**src/sv/obm_pkg.sv**
```systemverilog
`timescale 1ns / 1ps
`default_nettype none

package obm_pkg;

  typedef enum logic [1:0] {
    OP_BUY    = 2'd0,
    OP_SELL   = 2'd1,
    OP_CANCEL = 2'd2,
    OP_NONE   = 2'd3
  } opcode_e;

  typedef enum logic [1:0] {
    KIND_EXEC   = 2'd0,
    KIND_ADDED  = 2'd1,
    KIND_CANCEL = 2'd2,
    KIND_NONE   = 2'd3
  } kind_e;

  typedef enum logic [2:0] {
    ST_IDLE,
    ST_SCAN,
    ST_FILL,
    ST_ADD,
    ST_CANCEL
  } state_e;

  typedef struct packed {
    opcode_e     op;
    logic [31:0] order_ref;
    logic [7:0]  instrument;
    logic [31:0] price;
    logic [31:0] quantity;
  } cmd_t;

  typedef struct packed {
    logic        is_sell;
    logic [7:0]  instrument;
    logic [31:0] price;
    logic [31:0] remaining;
    logic [31:0] exec_number;
    logic [47:0] added_time;
    logic [31:0] order_ref;
  } entry_t;

  typedef struct packed {
    kind_e       kind;
    logic [31:0] resting_id;
    logic [31:0] incoming_id;
    logic [31:0] execution_number;
    logic [31:0] deal_price;
    logic [31:0] deal_count;
    logic        accepted;
    logic        sell_side;
    logic [7:0]  instrument_out;
    logic [47:0] stamp;
    logic        last;
  } result_t;

  typedef struct packed {
    logic push;
    logic full;
    logic empty;
  } fifo_stat_t;

endpackage

`default_nettype wire

```
**src/sv/obm_if.sv**
```systemverilog
`timescale 1ns / 1ps
`default_nettype none

interface obm_in_if import obm_pkg::*; ();
  logic        valid;
  logic        ready;
  logic [1:0]  opcode;
  logic [31:0] order_ref;
  logic [7:0]  instrument;
  logic [31:0] price;
  logic [31:0] quantity;

  modport source (output valid, opcode, order_ref, instrument, price, quantity, input ready);
  modport sink (input valid, opcode, order_ref, instrument, price, quantity, output ready);
endinterface


`default_nettype wire

```
**src/sv/obm_front.sv**
```systemverilog
`timescale 1ns / 1ps
`default_nettype none

module obm_front import obm_pkg::*; (
  obm_in_if.sink     in_i,
  output logic       push_valid_o,
  output cmd_t       push_cmd_o,
  input  logic       push_ready_i
);

  logic keep;

  // Unused opcodes and empty buy or sell orders produce nothing, so they are
  // taken and dropped here.
  always_comb begin
    push_cmd_o.op         = opcode_e'(in_i.opcode);
    push_cmd_o.order_ref  = in_i.order_ref;
    push_cmd_o.instrument = in_i.instrument;
    push_cmd_o.price      = in_i.price;
    push_cmd_o.quantity   = in_i.quantity;
    case (opcode_e'(in_i.opcode))
      OP_BUY, OP_SELL: keep = (in_i.quantity != 32'd0);
      OP_CANCEL:       keep = 1'b1;
      default:         keep = 1'b0;
    endcase
  end

  assign in_i.ready   = push_ready_i;
  assign push_valid_o = in_i.valid && keep;

endmodule

`default_nettype wire

```
**src/flat_wrapper.sv**
```systemverilog
// flat-port wrapper written by rule: the top's interface ports become plain ports
module obm_front_flat import obm_pkg::*;
  (push_valid_o, push_cmd_o, push_ready_i, in_i_valid, in_i_opcode, in_i_order_ref, in_i_instrument, in_i_price, in_i_quantity, in_i_ready);
  obm_in_if in_i_i ();
  output logic push_valid_o;
  output cmd_t push_cmd_o;
  input  logic push_ready_i;
  input wire logic [$bits(in_i_i.valid)-1:0] in_i_valid;
  input wire logic [$bits(in_i_i.opcode)-1:0] in_i_opcode;
  input wire logic [$bits(in_i_i.order_ref)-1:0] in_i_order_ref;
  input wire logic [$bits(in_i_i.instrument)-1:0] in_i_instrument;
  input wire logic [$bits(in_i_i.price)-1:0] in_i_price;
  input wire logic [$bits(in_i_i.quantity)-1:0] in_i_quantity;
  output wire logic [$bits(in_i_i.ready)-1:0] in_i_ready;
  assign in_i_i.valid = in_i_valid;
  assign in_i_i.opcode = in_i_opcode;
  assign in_i_i.order_ref = in_i_order_ref;
  assign in_i_i.instrument = in_i_instrument;
  assign in_i_i.price = in_i_price;
  assign in_i_i.quantity = in_i_quantity;
  assign in_i_ready = in_i_i.ready;
  obm_front u_core (.in_i(in_i_i), .push_valid_o(push_valid_o), .push_cmd_o(push_cmd_o), .push_ready_i(push_ready_i));
endmodule
```
**config.mk**
```make
export PLATFORM = sky130hd
export DESIGN_NAME = obm_front_flat
export DESIGN_NICKNAME = d
export VERILOG_FILES = /design/src/sv/obm_pkg.sv /design/src/sv/obm_if.sv /design/src/sv/obm_front.sv /design/src/flat_wrapper.sv
export SDC_FILE = /design/constraint.sdc
export NUM_CORES = 1
export LEC_CHECK = 0
export ABC_CLOCK_PERIOD_IN_PS = 1100
export BUFFER_PORTS_ARGS = -buffer_cell sky130_fd_sc_hd__buf_2
export CORE_AREA = 2 2 84 86
export DETAILED_ROUTE_END_ITERATION = 7
export DIE_AREA = 0 0 86 88
export PLACE_DENSITY = 0.53
export SLEW_MARGIN = 15
export SYNTH_ARGS = -nofsm -noshare
export SYNTH_HDL_FRONTEND = slang
export SYNTH_SLANG_ARGS = --single-unit
```
**constraint.sdc**
```tcl
create_clock -name vclk -period 1.1
set_input_delay 0.22 -clock vclk [all_inputs]
set_output_delay 0.22 -clock vclk [all_outputs]
set_load 0.02 [all_outputs]
```
# Word-level counts from Yosys, hierarchy flattened
# Cells that the tools add are included.
totals:
  ff_bits: 0
  latchBits: 0
  mem_bits_rw: 0
  mem_bits_ro: 0
  in_bits: 108
  out_inout_bits: 108
  elab_cells: 7
  n_memories: 0
op_classes:
  add_sub_neg: 0
  multipliers: 0
  n_div: 0
  n_lt_le_gt_ge: 0
  n_eq_ne: 2
  n_shift: 0
  muxes: 1
  bitwise_logic: 0
  n_reduce_logical: 4
op_table:
  columns: ["cell", "n"]
  rows:
  - ["$reduce_bool A32 Y1", 1]
  - ["$eq A2 B1 Y1 const B", 1]
  - ["$eq A2 B2 Y1 const B", 1]
  - ["$logic_not A2 Y1", 1]
  - ["$pmux W1 S2", 1]
  - ["$reduce_or A2 Y1", 1]
  - ["$logic_and A1 B1 Y1", 1]

# Logic depth before layout (Yosys ltp)
# Gate-level depths: netlist of the first run.
depth:
  word_depth: 4
  mapped_depth: 3
  ltp_nobuf: 3

# Worst setup path after synthesis of the first run
# OpenSTA, ideal clock, no wires.
synth_timing:
  kind: "input to output"
  start: "in in_i_quantity[7]"
  end: "out push_valid_o"
  t_arrival_ps: 1012
  t_required_ps: 880
  setup_slack_ps: -132
  path_stages: 3
  path_buffers: 0
  cell_sequence: "nor4_1 -> nand4_1 -> o311a_1"
synth_via:
  elab_chain_len: 3
synth_lines:
  columns: ["item", "line_no", "source"]
  rows:
  - ["from (decl)", "flat_wrapper.sv:13", "input wire logic [$bits(in_i_i.quantity)-1:0] in_i_quantity;"]
  - ["$reduce_bool A32 Y1", "obm_front.sv:22", "OP_BUY, OP_SELL: keep = (in_i.quantity != 32'd0);"]
  - ["$pmux W1 S2", "obm_front.sv:21", "case (opcode_e'(in_i.opcode))"]
  - ["$logic_and A1 B1 Y1", "obm_front.sv:29", "assign push_valid_o = in_i.valid && keep;"]
  - ["to (decl)", "flat_wrapper.sv:5", "output logic push_valid_o;"]
# No other way between the ends.

# Worst setup path after layout of the first run
layout_timing:
  start: "in in_i_quantity[25]"
  end: "out push_valid_o"
# The elaborated chain is that of the path after synthesis.

==> results.toml, run 1 <==
[run]
max_cap_viol_count = 0

[worst_setup_path]
slowest_delay_ns = 0.39
endpoint_kind = "output pin"
worstPathCellList = "buf_2 > nor4_4 > nand3_2 > o311a_4 > buf_6"
critPathKind = "input port to output pin"
crit_fanout = 2
critPathSlowestCell = "o311a_4"
cp.required_ns = 0.88
critPathBufInv = 2
arrival_ns = 1.27
critical_path.top_delay_family = "simple AND/OR/NAND/NOR gates"
startpoint_type = "input port"

[yosys]
synth-xor-area-share_pct = 0
synth_top_cells_by_area = "buf_4 90%, nor4_1 4.2%, nor4_2 1.4%"
synthesis.nets = 229
synth_adder_area_share_pct = 0
synth.mux.area_fraction_pct = 0
avgSynthCellArea_um2 = 7.362
yosysTopAreaCell = "buf_4"
synth_top_family_by_area = "buffers and inverters"
synth-compound-area-share_pct = 1.124
synthCells = 121
synth-simple-area-share_pct = 8.708
synth_cell_type_count = 9
ys_warn_count = 0
synth_top_cell_area_share_pct = 90.17
syn_area_um2 = 890.9
ys_seq_area_share_pct = 0

[placed_design]
gp_congestion = 0.4961
hpwl_um = 1979
pre_cts_slack_ns = -0.4838
portBuffers = 70

[final_layout]
regArea_um2 = 0
seq_cells = 0
n_antenna_cell = 0
post-route-util_pct = 10.00
syn_to_final_growth_pct = -25.42
layout-drive-gt1-share_pct = 92.05
clock_buffers = 0
num-nets-final = 198

[routing]
drt-total-wl_um = 2182
ant_nets = 0
drtPass1Iterations = 4
viasPerCell = 3.202
wl_per_cell_um = 12.99
drt_iter0_drc = 3
num_vias = 538
route.detailed.drc = 0

[status]
run_status = "finished, violations left"
violations = "setup timing"

[grt]
grt_overflow_total = 0
track_usage_pct = 4.219
grt_pass1_vias = 427
grt_max_degree = 3
antenna_found_initial = 0
grt_pass1_wl_um = 2311

[pwr]
power_switching_w = 0.0001661
p_int_w = 0.0001201
pwr-share-comb_pct = 100.0
seqPwrFrac_pct = 0
sw_frac_of_total_pct = 58.04
p_clk_share_pct = 0
ir_drop_mv = 0.05312
powerDensity_nw_per_um2 = 430.8
power_leakage_nw = 0.3293

[timing]
setup_viol = 1
tightest_slew_ns = 0.2518
timing.final.crit_share_pct = 135.7
hold_viol = 0
grt_setup_unrepaired = "yes"
max-slew-margin-rel_pct = 83.08
worst_slack_ns = -0.3925
fmaxAchievable_mhz = 670.0
tns_ns = -0.3925
slew_violations = 0
worst_hold_slack_ns = 0.4400
min_period_ns = 1.492

[floorplan]
num_rows = 30
die-area_um2 = 7568
die_w_um = 86
core_area_um2 = 6644
ioPinCount = 216
die_h_um = 88
start_util_pct = 13.41

[hold_path]
hold_path.class = "input port to output pin"
holdPathStages = 0
hp-start = "in_i_price[5]"
holdPathEnd = "push_cmd_o[37]"

[clock_tree]
hold_buffers = 0
-- per-layer routing --
layer | vias up | global-route usage, % | share of wire (%)
li1 | 212 | - | -
met1 | 206 | 1.785 | 16
met2 | 84 | 9.020 | 51
met3 | 36 | 1.791 | 22
met4 | 0 | 5.339 | 10
met5 | - | 0 | 0
-- repair_timing --
action | CTS | global route
pin swaps | 1 | 0
buffers inserted | 0 | 0
endpoints found under the setup margin | 1 | 1
resized for setup | 7 | 4
-- synthesized netlist by cell type --
cell type / instances
buf_4: 107
nand2_1: 2
nand3_1: 1
nand4_1: 1
nor2_1: 1
nor3_1: 1
nor4_1: 6
nor4_2: 1
o311a_1: 1
-- cells in the final DEF (no fill, tap or decap), drive strengths merged --
cell type	count
o311a	1
nor4	7
nand2	2
nor3	1
nand3	1
nor2	1
nand4	1
buf	74
-- power by group through the flow --
stage	registers, W	clock network, W	logic, W
2_1_floorplan	0	0	0.000586
3_3_place_gp	0	0	0.000265
3_5_place_dp	0	0	0.000267
4_1_cts	0	0	0.000281
5_1_grt	0	0	0.000304
6_report	0	0	0.000286
-- worst max-delay path by stage --
stage / from / end / slack, ns / depth (start not counted)
2_1_floorplan: in_i_quantity[25] / push_valid_o / -0.1 / 3
3_3_place_gp: in_i_quantity[11] / push_valid_o / -0.47 / 6
3_5_place_dp: in_i_quantity[7] / push_valid_o / -0.48 / 6
4_1_cts: in_i_quantity[7] / push_valid_o / -0.43 / 6
5_1_grt: in_i_quantity[6] / push_valid_o / -0.48 / 6
6_report: in_i_quantity[25] / push_valid_o / -0.39 / 5
-- logic make-up after synthesis --
logic type             Yosys count
buffers and inverters          107
AO/OA/AOI/OAI                    1
AND/OR/NAND/NOR                 13
-- layout make-up --
| cell class | count | area [um2] |
|---|---|---|
| fill | 775 | 5979 |
| timing repair buffer | 74 | 409.1 |
| tap | 80 | 100.1 |
| multi-input combinational | 14 | 155.1 |
-- stage by stage --
step / cell area [um2] / cells / power, W
floorplan: 923.4 / 121 / 0.0005864
global placement: 600.6 / 168 / 0.0002653
detailed placement: 600.6 / 168 / 0.0002668
CTS: 639.4 / 168 / 0.0002807
global route: 664.4 / 168 / 0.0003037
finish: 664.4 / 168 / 0.0002862
No activity file was read; power rests on OpenSTA's default activity.
==> run 2: changes to the inputs <==
--- a/config.mk
+++ b/config.mk
@@ -7,10 +7,12 @@
 export LEC_CHECK = 0
 export ABC_CLOCK_PERIOD_IN_PS = 1100
 export BUFFER_PORTS_ARGS = -buffer_cell sky130_fd_sc_hd__buf_2
-export CORE_AREA = 2 2 84 86
+export CELL_PAD_IN_SITES_DETAIL_PLACEMENT = 0
+export CELL_PAD_IN_SITES_GLOBAL_PLACEMENT = 1
+export CORE_MARGIN = 1.5
+export CORE_UTILIZATION = 10
 export DETAILED_ROUTE_END_ITERATION = 7
-export DIE_AREA = 0 0 86 88
-export PLACE_DENSITY = 0.53
+export PLACE_DENSITY = 0.73
 export SLEW_MARGIN = 15
 export SYNTH_ARGS = -nofsm -noshare
 export SYNTH_HDL_FRONTEND = slang
==> run 2 against run 1 <==
Compared with the run above:
- clock-buffer cell count stayed put
- sequential share of layout area is the same
- largest power group unchanged
- the flow still finishes with violations (setup timing)
- non-clock buffer count grew 4
- highest routed layer unchanged
==> results.toml, run 2 (synthesized netlist as in run 1, its figures left out) <==
[grt]
antenna_found_initial = 0
grt_pass1_vias = 516
met2_usage_pct = 7.212
gr-usage-met3_pct = 1.151
grt_pass1_wl_um = 2615
grt_max_degree = 3
grt_overflow_total = 0
gr-max-usage-layer = "met2"
track_usage_pct = 3.501
grt_util_met1_pct = 1.651

[final_layout]
regArea_um2 = 0
seq_cells = 0
post-route-util_pct = 8.953
fin_area_um2 = 777.0
layout-drive-gt1-share_pct = 93.48
final_cell_mix = "63 x buf_2, 9 x buf_4, 6 x nor4_4, 5 x buf_6, 2 x nand2_1"
num-nets-final = 202
n_antenna_cell = 0
final_common_cell = "buf_2"
syn_to_final_growth_pct = -12.78
fillers = 1002
clock_buffers = 0

[pwr]
seqPwrFrac_pct = 0
power_leakage_nw = 0.3581
powerDensity_nw_per_um2 = 407.2
power_switching_w = 0.0001777
ir_drop_mv = 0.05161
pwr-share-comb_pct = 100.0
p_int_w = 0.0001387
sw_frac_of_total_pct = 56.16
p_clk_share_pct = 0

[routing]
num_vias = 568
drt-total-wl_um = 1994
viasPerCell = 2.840
route.detailed.drc = 0
drtPass1Iterations = 2
wl_per_cell_um = 9.970
drt_iter0_drc = 10
ant_nets = 0

[placed_design]
placed_cell_area_um2 = 665.6
portBuffers = 70
hpwl_um = 1730
gp_congestion = 0.4880

[floorplan]
start_util_pct = 10.27
die-area_um2 = 9484
ioPinCount = 216
num_rows = 34
die_w_um = 97.39
core_area_um2 = 8678
die_h_um = 97.39

[status]
run_status = "finished, violations left"
violations = "setup timing"

[worst_setup_path]
critPathSlowestCell = "o311a_4"
critPathBufInv = 2
arrival_ns = 1.27
critical_path.top_delay_family = "simple AND/OR/NAND/NOR gates"
cp.required_ns = 0.88
slowest_delay_ns = 0.39
endpoint_kind = "output pin"
cp.depth = 5
worstPathCellList = "buf_4 > nor4_4 > nand3_2 > o311a_4 > buf_6"
critPathKind = "input port to output pin"
startpoint_type = "input port"
crit_fanout = 2

[timing]
slew_violations = 0
fmaxAchievable_mhz = 669.6
timing.final.crit_share_pct = 135.8
grt_setup_unrepaired = "yes"
max-slew-margin-rel_pct = 84.19
worst_hold_slack_ns = 0.4400
tightest_slew_ns = 0.2354
setup_viol = 1
worst_slack_ns = -0.3935
hold_viol = 0
min_period_ns = 1.493

[hold_path]
hold_path.class = "input port to output pin"
holdPathStages = 0
holdPathEnd = "push_cmd_o[103]"
hp-start = "in_i_order_ref[31]"

[clock_tree]
hold_buffers = 0

[run]
max_cap_viol_count = 0
## run 2: power by group through the flow
stage	Sequential, W	Clock, W	Combinational, W
6_report	0	0	0.000316
5_1_grt	0	0	0.000334
4_1_cts	0	0	0.000305
3_5_place_dp	0	0	0.000275
3_3_place_gp	0	0	0.000273
2_1_floorplan	0	0	0.000586
## run 2: repair_timing
action / in CTS / in global routing
endpoints found under the setup margin: 1 / 1
pin swaps: 6 / 5
resized for setup: 13 / 7
buffers inserted: 0 / 1
## run 2: worst max-delay path by stage
stage                                 start           end  slack [ns]
after floorplan           in_i_quantity[25]  push_valid_o        -0.1
after global placement     in_i_quantity[7]  push_valid_o       -0.52
after detailed placement  in_i_quantity[21]  push_valid_o       -0.55
after CTS                 in_i_quantity[18]  push_valid_o       -0.48
after global routing      in_i_quantity[21]  push_valid_o       -0.44
final                     in_i_quantity[26]  push_valid_o       -0.39
## run 2: metrics by stage
step,TNS (ns),total power [W],cells,setup slack (ns)
after floorplan,-0.09689,0.0005864,121,-0.09689
after CTS,-0.4816,0.0003049,199,-0.4816
after detailed placement,-0.5450,0.0002755,200,-0.5450
after global placement,-0.5233,0.0002731,200,-0.5233
after global routing,-0.4448,0.0003339,200,-0.4448
final,-0.3935,0.0003164,200,-0.3935
## run 2: final cells by class
class	count	area [um2]	area share, %
well taps	108	135.1	17.39
repair buffers	78	454.2	58.45
multi-input cells	14	187.7	24.15
## run 2: layer usage
layer | up-vias | part of all wire [%]
li1 | 221 | -
met1 | 237 | 17
met2 | 76 | 53
met3 | 34 | 18
met4 | 0 | 12
met5 | - | 0
