--- config.mk ---
export PLATFORM = sky130hd
export DESIGN_NAME = obm_fifo
export DESIGN_NICKNAME = d
export VERILOG_FILES = /design/src/sv/obm_pkg.sv /design/src/sv/obm_fifo.sv
export SDC_FILE = /design/constraint.sdc
export NUM_CORES = 1
export LEC_CHECK = 0
export BUFFER_PORTS_ARGS = -buffer_cell sky130_fd_sc_hd__buf_2
export CORE_MARGIN = 2
export CORE_UTILIZATION = 52
export DETAILED_ROUTE_END_ITERATION = 10
export PLACE_DENSITY = 0.76
export SYNTH_ARGS = -nofsm -noshare
export SYNTH_HDL_FRONTEND = slang
export SYNTH_SLANG_ARGS = --single-unit
--- constraint.sdc ---
create_clock -name clk_i -period 6.8 [get_ports clk_i]
set_input_delay 1.36 -clock clk_i [delete_from_list [all_inputs] [get_ports clk_i]]
set_output_delay 1.36 -clock clk_i [all_outputs]
set_load 0.005 [all_outputs]
--- src/sv/obm_pkg.sv ---
`timescale 1ns / 1ps
`default_nettype none

package obm_pkg;

  typedef enum logic [1:0] {
    OP_BUY    = 2'd0,
    OP_SELL   = 2'd1,
    OP_CANCEL = 2'd2,
    OP_NONE   = 2'd3
  } opcode_e;

  typedef enum logic [1:0] {
    KIND_EXEC   = 2'd0,
    KIND_ADDED  = 2'd1,
    KIND_CANCEL = 2'd2,
    KIND_NONE   = 2'd3
  } kind_e;

  typedef enum logic [2:0] {
    ST_IDLE,
    ST_SCAN,
    ST_FILL,
    ST_ADD,
    ST_CANCEL
  } state_e;

  typedef struct packed {
    opcode_e     op;
    logic [31:0] order_ref;
    logic [7:0]  instrument;
    logic [31:0] price;
    logic [31:0] quantity;
  } cmd_t;

  typedef struct packed {
    logic        is_sell;
    logic [7:0]  instrument;
    logic [31:0] price;
    logic [31:0] remaining;
    logic [31:0] exec_number;
    logic [47:0] added_time;
    logic [31:0] order_ref;
  } entry_t;

  typedef struct packed {
    kind_e       kind;
    logic [31:0] resting_id;
    logic [31:0] incoming_id;
    logic [31:0] execution_number;
    logic [31:0] deal_price;
    logic [31:0] deal_count;
    logic        accepted;
    logic        sell_side;
    logic [7:0]  instrument_out;
    logic [47:0] stamp;
    logic        last;
  } result_t;

  typedef struct packed {
    logic push;
    logic full;
    logic empty;
  } fifo_stat_t;

endpackage

`default_nettype wire

--- src/sv/obm_fifo.sv ---
`timescale 1ns / 1ps
`default_nettype none

module obm_fifo import obm_pkg::*; (
  input  logic       clk_i,
  input  logic       rst_ni,
  input  logic       push_valid_i,
  input  cmd_t       push_cmd_i,
  output logic       push_ready_o,
  output logic       pop_valid_o,
  output cmd_t       pop_cmd_o,
  input  logic       pop_ready_i,
  output fifo_stat_t stat_o
);

  cmd_t       slot_q [2];
  logic       wr_ptr_q, rd_ptr_q;
  logic [1:0] count_q;
  logic       push, pop;

  assign push_ready_o = (count_q != 2'd2);
  assign pop_valid_o  = (count_q != 2'd0);
  assign pop_cmd_o    = slot_q[rd_ptr_q];
  assign push         = push_valid_i && push_ready_o;
  assign pop          = pop_valid_o && pop_ready_i;

  assign stat_o.push  = push;
  assign stat_o.full  = (count_q == 2'd2);
  assign stat_o.empty = (count_q == 2'd0);

  always_ff @(posedge clk_i or negedge rst_ni) begin
    if (!rst_ni) begin
      wr_ptr_q <= 1'b0;
      rd_ptr_q <= 1'b0;
      count_q  <= 2'd0;
    end else begin
      if (push) wr_ptr_q <= !wr_ptr_q;
      if (pop) rd_ptr_q <= !rd_ptr_q;
      count_q <= count_q + {1'b0, push} - {1'b0, pop};
    end
  end

  always_ff @(posedge clk_i) begin
    if (push) slot_q[wr_ptr_q] <= push_cmd_i;
  end

endmodule

`default_nettype wire

; ---- Word level (Yosys, flattened, before mapping)
; Memories as Yosys holds them, arrays and structs flattened.
; Cells that the tools add are included.
[op_classes]
n_mux = 2
n_reduce_logical = 6
n_eq_ne = 2
n_addsub = 2
[op_table]
columns = op, n
row1 = $add 2x1->2, 1
row2 = $eq 2x2->1 const B, 1
row3 = $logic_and 1x1->1, 2
row4 = $logic_not 1->1, 2
row5 = $logic_not 2->1, 1
row6 = $mux 1, 2
row7 = $ne 2x2->1 const B, 1
row8 = $reduce_bool 2->1, 1
row9 = $sub 2x1->2, 1
[totals]
mem_count = 1
ff_bits = 4
ram_bits = 212
wordCells = 16
inputBits = 110
output_inout_bits = 111
[mem_list]
columns = memory, words, width, rd, rd_clocked_by_memory_dff, write_ports, line
row1 = slot_q, 2, 106, 1, 0, 1, obm_fifo.sv:16  ; cmd_t slot_q [2];

; ---- Logic depth before layout (Yosys ltp)
; Gate-level depths: netlist of the first run.
[logic_depth]
depth_word = 4
mapped_depth = 7
mapped_depth_nobuf = 7

; ---- Worst setup path before layout of the first run
; Ideal clock, no wire load.
[synth_timing]
path_type = in2reg
from = input push_valid_i
to = memory slot_q[0][0] (netlist name), enable pin
arrival_ns = 5.882
setup_ns = 0.572
cell_stages = 2
n_path_buf = 0
path_slack_ns = 0.346
cell_sequence = nand2_1 > nor2_1
[synth_via]
elab_chain_cells = 3
[synth_rtl]
columns = item, line
row1 = start: declaration, obm_fifo.sv:7  ; input logic push_valid_i,
row2 = $logic_and 1x1->1, obm_fifo.sv:24  ; assign push = push_valid_i && push_ready_o;
row3 = $mux 1, obm_fifo.sv:44  ; if (push) slot_q[wr_ptr_q] <= push_cmd_i;
row4 = $mux 1 (implied by the code), obm_fifo.sv:44
row5 = end: declaration, obm_fifo.sv:16
; Every way passes these cells.

==> metrics.txt, run 1 <==
count of nets after finishing 698; Finish-stage setup viols 0; synthesized area per cell 22.7 µm²; worst-case setup margin in the final layout 2.64 ns; Setup Crit Path Kind reg2out; sum of negative setup slack 0 ns; routability congestion estimate 0.745; total count of max-transition violations in the final report 0; synthesized netlist net count 463; Core Footprint 15,100 µm²; layout cell share with drive strength beyond 1 60.4%; CTS clock-pin slew for the worst setup and hold paths 0.06 ns; maximum achievable frequency 241 MHz; total power per unit cell area 420 nW/µm²; routed wirelength normalized by instance count 18.2 µm; max-cap violation count 0; worst IR drop on VDD 504 µV; H-tree depth 1; overall routed net length 14,300 µm; dpl ws 3.14 ns; Die Span X 128 µm; status complete, no violations; count of cell types in the netlist 17; transition at the pin with the smallest max-transition slack 1.16 ns; Synth area leaders sky130_fd_sc_hd__edfxtp_1 80%, sky130_fd_sc_hd__mux2_2 11%, sky130_fd_sc_hd__mux2_4 5.6%; cell area after synthesis 7980 µm²; number of global-route vias before repair 4,219; core utilization of the finished layout 65.8%; largest net degree at the start of global routing 81; Synth area leader sky130_fd_sc_hd__edfxtp_1; worst min-delay path category reg2reg; Worst Path Required 5.44 ns; total of buffers placed on input and output ports 220; crit-path max FO 80; total grt overflow 0; final hold violation count 0; clock latency of the later-clocked register in the worst-skew pair 0.49 ns; CP Capture Type primary output; number of detailed-routing iterations run before antenna repair 6; number of setup buffers added after CTS 0; cts bufs inserted 22; DRC violation count after routing 0; effective utilization at floorplan 52.9%; Worst Skew 0.00988 ns; post-synthesis sequential element count 216; setup repair after global routing missed its margin no; global-route wire length before repair 21,500 µm; worst hold slack 0.509 ns; post-CTS sizing 0; TritonCTS clock tree built; num rows 45; antenna viol nets, final 0; CP Data Arrival Time 2.80 ns; top cell type's share of synthesized area 79.8%; antenna violations before repair 1; cell at the root of the clock tree sky130_fd_sc_hd__clkbuf_16; portion of the clock cycle consumed by the worst path in the final layout 61.1%; number of design-rule violations left by the first detailed-router iteration 262; Bufs on Longest Clock Path 3; area added between synthesis and finish 24.4%; DIE HEIGHT 128 µm; number of ports placed on the die boundary 221; post-detailed-placement cell area 9260 µm²; final design area excluding fillers 9920 µm²; cts hold-fix bufs 0; combined global-route utilization of all metal layers 17.1%; vias per std cell 5.10; leakage power total 0.00384 µW; # clock sinks 216; number of cells produced by synthesis 351; ant diodes 0; overall die area 16,400 µm²; type of origin of the critical path flip-flop; min cycle time layout 4.16 ns; count of vias placed by the detailed router 4,012; fraction of the yosys area taken by sequential cells 81.0%; post-DP HPWL 9470 µm; max_slew headroom 22.9%; yosys warns 0
[flip-flops by register name (all words and copies together) (netlist names)]
name	count
rd_ptr_q	1
wr_ptr_q	1
slot_q	212
count_q	2
[path summary, 6_finish.rpt]
kind / startpoint / endpoint / slack [ns] / cells past startpoint
max in group asynchronous: rst_ni / rd_ptr_q / 5.99 / 1
hold / removal: count_q[1] / count_q[1] / 0.51 / 1
setup / recovery: rd_ptr_q / pop_cmd_o[105] / 2.64 / 3
min in group asynchronous: rst_ni / wr_ptr_q / 0.67 / 1
setup reg to reg: count_q[1] / slot_q[1][64] / 4.32 / 3
hold reg to reg: count_q[1] / count_q[1] / 0.51 / 1
[metal layers]
| layer | part of all wire [%] | up-vias | GRT usage, % | routed length (µm) |
|---|---|---|---|---|
| met5 | 0.091 | - | 0 | 13 |
| met4 | 2.1 | 2 | 5.24 | 300 |
| met3 | 9.3 | 30 | 6.34 | 1330 |
| met2 | 50 | 173 | 29.7 | 7170 |
| met1 | 38 | 1949 | 20.0 | 5510 |
| li1 | - | 1858 | - | - |
[kinds of logic after synthesis]
logic type | count (synthesis) | synth area share, %
simple gates | 6 | 0.408
fa+ha+maj | 2 | 0.314
flops | 216 | 81.0
xor+xnor | 4 | 0.439
buf+inv | 17 | 1.43
mux | 106 | 16.4
[cell type report]
cell class	instances	area (µm²)
Inverter	4	15.0
Timing Repair Buffer	224	1130
Multi-Input combinational cell	118	1410
Sequential cell	216	6470
Clock buffer	34	647
Clock inverter	3	13.8
Tap cell	188	235
Fill cell	1046	5170
[synth_stat cells]
cell type,count
sky130_fd_sc_hd__edfxtp_1,212
sky130_fd_sc_hd__mux2_2,76
sky130_fd_sc_hd__mux2_4,30
sky130_fd_sc_hd__buf_2,7
sky130_fd_sc_hd__buf_6,5
sky130_fd_sc_hd__dfrtp_1,4
sky130_fd_sc_hd__inv_1,4
sky130_fd_sc_hd__xnor2_1,3
sky130_fd_sc_hd__ha_1,2
sky130_fd_sc_hd__and2_1,1
sky130_fd_sc_hd__and3_1,1
sky130_fd_sc_hd__buf_4,1
sky130_fd_sc_hd__nand2_1,1
sky130_fd_sc_hd__nand2b_1,1
sky130_fd_sc_hd__nor2_1,1
sky130_fd_sc_hd__or2_2,1
sky130_fd_sc_hd__xor2_1,1
[layout by cell type (no fill, tap or decap)]
cell type	instances
sky130_fd_sc_hd__buf_2	220
sky130_fd_sc_hd__edfxtp_1	212
sky130_fd_sc_hd__mux2_2	76
sky130_fd_sc_hd__mux2_4	30
sky130_fd_sc_hd__clkbuf_16	23
sky130_fd_sc_hd__clkbuf_1	8
sky130_fd_sc_hd__inv_1	4
sky130_fd_sc_hd__buf_4	4
sky130_fd_sc_hd__xnor2_1	3
sky130_fd_sc_hd__clkbuf_8	3
sky130_fd_sc_hd__dfrtp_1	3
sky130_fd_sc_hd__ha_1	2
sky130_fd_sc_hd__clkinv_2	2
sky130_fd_sc_hd__or2_2	1
sky130_fd_sc_hd__nand2b_1	1
sky130_fd_sc_hd__and2_1	1
sky130_fd_sc_hd__nand2_1	1
sky130_fd_sc_hd__nor2_4	1
sky130_fd_sc_hd__and3_4	1
sky130_fd_sc_hd__xor2_1	1
sky130_fd_sc_hd__clkinv_1	1
sky130_fd_sc_hd__dfrtp_4	1
[power breakdown]
part | switching [µW] | internal (µW) | total (µW) | leakage [µW]
Sequential | 171 | 1820 | 2000 | 0.00201
Combinational | 481 | 597 | 1080 | 0.00150
Clock | 445 | 649 | 1090 | 0.000324
Total | 1100 | 3070 | 4170 | 0.00384
[critical path, cell delays in order (launching register included)]
cell,delay [ns]
sky130_fd_sc_hd__dfrtp_4,1.18
sky130_fd_sc_hd__buf_4,0.54
sky130_fd_sc_hd__mux2_2,0.40
sky130_fd_sc_hd__buf_2,0.13
[through the flow]
| step | instances | power [µW] |
|---|---|---|
| 6_report | 787 | 4170 |
| 5_1_grt | 787 | 4380 |
| 4_1_cts | 787 | 4220 |
| 3_5_place_dp | 750 | 3120 |
| 3_3_place_gp | 750 | 3080 |
| 2_1_floorplan | 351 | 2700 |
Note: power is estimated with default switching activity, not from simulation.
==> run 2: changes to the inputs <==
==> constraint.sdc (replaced) <==
create_clock -name clk_i -period 3.9 [get_ports clk_i]
set_input_delay 0.78 -clock clk_i [delete_from_list [all_inputs] [get_ports clk_i]]
set_output_delay 0.78 -clock clk_i [all_outputs]
set_load 0.005 [all_outputs]
==> metrics.txt, run 2 (synthesis results as in run 1) <==
overall routed net length 14,200 µm (-1.0%); layout cell share with drive strength beyond 1 60.6% (+0.16 points); sequential cell area 6470 µm² (unchanged); total of buffers placed on input and output ports 220 (unchanged); cell at the root of the clock tree sky130_fd_sc_hd__clkbuf_16; count of vias placed by the detailed router 4,061 (+1.2%); crit-path max FO 43 (-46%); number of ports placed on the die boundary 221 (unchanged); type of origin of the critical path flip-flop; largest register by flop count slot_q; CP Data Arrival Time 2.22 ns (-0.58 ns); total count of max-transition violations in the final report 0 (unchanged); routed wirelength normalized by instance count 17.9 µm (-1.6%); commonest cells after routing, fill and taps aside 220 x sky130_fd_sc_hd__buf_2, 212 x sky130_fd_sc_hd__edfxtp_1, 76 x sky130_fd_sc_hd__mux2_2; num rows 45 (unchanged); largest net degree at the start of global routing 60 (-26%); DIE HEIGHT 128 µm (unchanged); worst reg2reg setup slack 1.84 ns (-2.48 ns); area added between synthesis and finish 24.6%; leakage power total 0.00386 µW (+0.43%); worst min-delay path category in2async; effective utilization at floorplan 52.9% (unchanged); Worst Skew 0.0127 ns (+0.00283 ns); Worst Path Required 3.12 ns (-2.32 ns); CP Capture Type primary output; routability congestion estimate 0.770 (+3.4%); number of global-route vias before repair 4,207 (-0.28%); maximum achievable frequency 333 MHz; transition at the pin with the smallest max-transition slack 0.701 ns (-0.456 ns); worst IR drop on VDD 609 µV (+21%); antenna violations before repair 1 (unchanged); CTS clock-pin slew for the worst setup and hold paths 0.06 ns (about the same); DRC violation count after routing 0 (unchanged); vias per std cell 5.13 (+0.58%); number of design-rule violations left by the first detailed-router iteration 202 (-23%); status complete, no violations; total grt overflow 0 (unchanged); min cycle time layout 3.00 ns; cts bufs inserted 22 (unchanged); Bufs on Longest Clock Path 3 (unchanged); post-DP HPWL 9550 µm (+0.82%); final hold violation count 0 (unchanged); Fill cells 1,047 (+0.096%); overall die area 16,400 µm² (unchanged); dpl ws 1.37 ns (-1.77 ns); portion of the clock cycle consumed by the worst path in the final layout 77.0%; global-route wire length before repair 21,100 µm (-1.8%); number of setup buffers added after CTS 0 (unchanged); H-tree depth 1 (unchanged); commonest non-fill, non-tap cell in the layout sky130_fd_sc_hd__buf_2; Setup Crit Path Kind reg2out; Die Span X 128 µm (unchanged); number of flip-flops in the largest register 212 (unchanged); setup repair after global routing missed its margin no; total power per unit cell area 727 nW/µm² (+73%); area occupied by multi-input gates 1410 µm² (unchanged); combined global-route utilization of all metal layers 16.8% (-0.33 points); Finish-stage setup viols 0 (unchanged); TritonCTS clock tree built; largest registers slot_q: 212 flops, count_q: 2 flops; max-cap violation count 0 (unchanged); post-CTS sizing 0 (unchanged); number of detailed-routing iterations run before antenna repair 6 (unchanged); cts hold-fix bufs 0 (unchanged); ant diodes 0 (unchanged); clock latency of the later-clocked register in the worst-skew pair 0.49 ns (about the same); count of nets after finishing 702 (+0.57%); Core Footprint 15,100 µm² (unchanged); # clock sinks 216 (unchanged); antenna viol nets, final 0 (unchanged); max_slew headroom 53.3% (+30 points); worst-case setup margin in the final layout 0.896 ns (-1.75 ns); sum of negative setup slack 0 ns (unchanged)
## run 2: critical path, stage by stage (launching register included)
cell and delay (ns):
sky130_fd_sc_hd__dfrtp_4 0.80, sky130_fd_sc_hd__buf_4 0.40, sky130_fd_sc_hd__mux2_2 0.38, sky130_fd_sc_hd__buf_2 0.13
## run 2: cell type report
cell class,count,area share [%]
flip-flops and latches,216,65.1
multi-input cells,118,14.2
repair buffers,228,11.8
clock buffers,27,5.94
well taps,188,2.37
clock inverters,11,0.478
inverters,4,0.151
## run 2: layer usage
layer / share of wire [%] / routed length (µm) / vias to the layer above / global-route usage (%)
met2: 49 / 6960 / 169 / 28.7
met4: 2.8 / 400 / 0 / 5.75
met3: 9.4 / 1330 / 31 / 6.59
met1: 39 / 5490 / 1987 / 19.5
met5: 0 / 0 / - / 0
li1: - / - / 1874 / -
## run 2: power breakdown
group          leakage (µW)  switching (µW)  internal, µW  total (µW)
combinational       0.00152             927          1060        1990
clock              0.000317             791          1070        1860
sequential          0.00201             211          3180        3390
## run 2: through the flow
step                instances  utilization (%)  cell area [µm²]  power, µW  hold WS, ns
global placement          754             61.7             9310       5390        0.479
global route              792             65.9             9940       7590       0.0651
floorplan                 351                -             7990       4670        0.460
finish                    792             65.9             9940       7230       0.0842
detailed placement        754             61.7             9310       5460        0.497
CTS                       792             65.9             9940       7330       0.0658
## run 2: final timing paths
path                                 from             to  cells past startpoint
max                              rd_ptr_q  pop_cmd_o[48]                      3
min                                rst_ni     count_q[1]                      1
max reg2reg                    count_q[1]  slot_q[1][17]                      3
min reg2reg                    count_q[1]     count_q[1]                      1
max in group asynchronous          rst_ni       rd_ptr_q                      1
min in group clk_i         push_cmd_i[82]  slot_q[0][82]                      1
==> run 3: changes to the inputs <==
==> constraint.sdc (replaced) <==
create_clock -name clk_i -period 2.82 [get_ports clk_i]
set_input_delay 0.564 -clock clk_i [delete_from_list [all_inputs] [get_ports clk_i]]
set_output_delay 0.564 -clock clk_i [all_outputs]
set_load 0.005 [all_outputs]
==> metrics.txt, run 3 (synthesis results as in run 1) <==
type of origin of the critical path flip-flop; Bufs on Longest Clock Path 3 (unchanged); combined global-route utilization of all metal layers 16.5% (-0.34 points); portion of the clock cycle consumed by the worst path in the final layout 89.6%; overall routed net length 14,200 µm (-0.13%); post-DP HPWL 9540 µm (-0.11%); worst IR drop on VDD 728 µV (+20%); overall die area 16,400 µm² (unchanged); leakage power total 0.00386 µW (+0.11%); depth of the worst hold-timing path 1; final design area excluding fillers 9990 µm² (+0.44%); worst path buffer plus inverter count 2 (unchanged); vias per std cell 5.09 (-0.79%); CP cell instances buf_4 -> mux2_2 -> buf_2; TritonCTS clock tree built; number of detailed-routing iterations run before antenna repair 4 (-2); Setup Crit Path Kind reg2out; number of ports placed on the die boundary 221 (unchanged); global-route wire length before repair 20,800 µm (-1.5%); R2R Path End slot_q[0][5]; post-detailed-placement cell area 9340 µm² (+0.32%); critical path's largest stage delay 0.62 ns (-0.18 ns); antenna viol nets, final 0 (unchanged); clock latency of the later-clocked register in the worst-skew pair 0.49 ns (about the same); largest registers slot_q: 212 flops, count_q: 2 flops; number of flip-flops in the largest register 212 (unchanged); status complete, no violations; Die Span X 128 µm (unchanged); number of setup buffers added after CTS 0 (unchanged); CP Capture Type primary output; # clock sinks 216 (unchanged); worst reg2reg startpoint count_q[1]; worst min-delay path category in2reg; effective utilization at floorplan 52.9% (unchanged); routability congestion estimate 0.712 (-7.6%); cts bufs inserted 22 (unchanged); commonest cells after routing, fill and taps aside 220 x sky130_fd_sc_hd__buf_2, 212 x sky130_fd_sc_hd__edfxtp_1, 76 x sky130_fd_sc_hd__mux2_2; final hold violation count 0 (unchanged); largest register by flop count slot_q; worst hold slack 0.258 ns (+0.174 ns); post-CTS sizing 0 (unchanged); antenna violations before repair 3 (+2); max_slew headroom 53.7% (+0.42 points); Worst Path Required 2.26 ns (-0.86 ns); total power per unit cell area 1010 nW/µm² (+38%); routed wirelength normalized by instance count 17.9 µm (-0.25%); maximum achievable frequency 396 MHz; count of nets after finishing 702 (unchanged); cell at the root of the clock tree sky130_fd_sc_hd__clkbuf_16; total of buffers placed on input and output ports 220 (unchanged); total grt overflow 0 (unchanged); layout cell share with drive strength beyond 1 60.1% (-0.50 points); dpl cells 753 (-0.13%); DIE HEIGHT 128 µm (unchanged); CTS clock-pin slew for the worst setup and hold paths 0.06 ns (about the same); count of vias placed by the detailed router 4,034 (-0.66%); largest net degree at the start of global routing 64 (+6.7%); Worst Skew 0.00845 ns (-0.00426 ns); total count of max-transition violations in the final report 0 (unchanged); number of design-rule violations left by the first detailed-router iteration 255 (+26%); DRC violation count after routing 0 (unchanged); min cycle time layout 2.53 ns; launch point of the worst hold path push_cmd_i[54]; post-route non-filler standard cell count 793 (+0.13%); commonest non-fill, non-tap cell in the layout sky130_fd_sc_hd__buf_2; cts hold-fix bufs 1 (+1); setup repair after global routing missed its margin no; Crit-path slowest cell sky130_fd_sc_hd__dfrtp_4; H-tree depth 1 (unchanged); Core Footprint 15,100 µm² (unchanged); sum of negative setup slack 0 ns (unchanged); Finish-stage setup viols 0 (unchanged); Crit path max-delay family flip-flops; transition at the pin with the smallest max-transition slack 0.695 ns (-0.00636 ns); crit-path max FO 21 (-51%); count of cells along the worst register-to-register path 4 (+1); worst reg2reg setup slack 0.91 ns (-0.93 ns); area added between synthesis and finish 25.2%; terminating pin of the worst hold path slot_q[1][54]; max-cap violation count 0 (unchanged); num rows 45 (unchanged); CP Data Arrival Time 1.96 ns (-0.26 ns); number of global-route vias before repair 4,082 (-3.0%)
## run 3: cell types whose count changed in the layout (fill, tap and decap cells not counted), sizes merged
cell,before,now
dlygate4sd3,0,1
clkbuf,27,35
clkinv,11,3
diode,0,1
buf,228,227
## run 3: metrics by stage
stage | power [µW] | utilization [%] | setup WS [ns]
6_report | 10000 | 66.2 | 0.293
4_1_cts | 10200 | 66.2 | 0.251
3_5_place_dp | 7590 | 61.9 | 0.779
2_1_floorplan | 6430 | - | 0.124
3_3_place_gp | 7490 | 61.9 | 0.830
5_1_grt | 10500 | 66.2 | 0.191
## run 3: final cells by class
cell class / count / area, µm²
clock buffers: 35 / 621
fillers: 1050 / 5100
clock inverters: 3 / 18.8
well taps: 188 / 235
repair buffers: 228 / 1210
diodes: 1 / 2.50
flip-flops and latches: 216 / 6470
inverters: 4 / 15.0
multi-input cells: 118 / 1410
## run 3: metal layers
metal	share of wire, %	up-vias	global-route usage, %
met5	0.11	-	0
li1	-	1870	-
met4	3.2	2	5.75
met3	9.5	33	6.26
met2	49	174	27.6
met1	38	1955	19.6
## run 3: report_power, final
group / switching [µW] / internal [µW]
combinational: 1320 / 1510
clock: 1070 / 1500
sequential: 236 / 4400
total: 2630 / 7410
## run 3: how the worst max path moves through the flow
| stage | startpoint | slack, ns | end | cells after the start |
|---|---|---|---|---|
| finish | rd_ptr_q | 0.29 | pop_cmd_o[9] | 3 |
| global route | rd_ptr_q | 0.19 | pop_cmd_o[6] | 3 |
| CTS | rd_ptr_q | 0.25 | pop_cmd_o[6] | 3 |
| detailed placement | rd_ptr_q | 0.78 | pop_cmd_o[6] | 3 |
| global placement | rd_ptr_q | 0.83 | pop_cmd_o[0] | 3 |
| floorplan | push_valid_i | 0.12 | slot_q[0][0] | 2 |
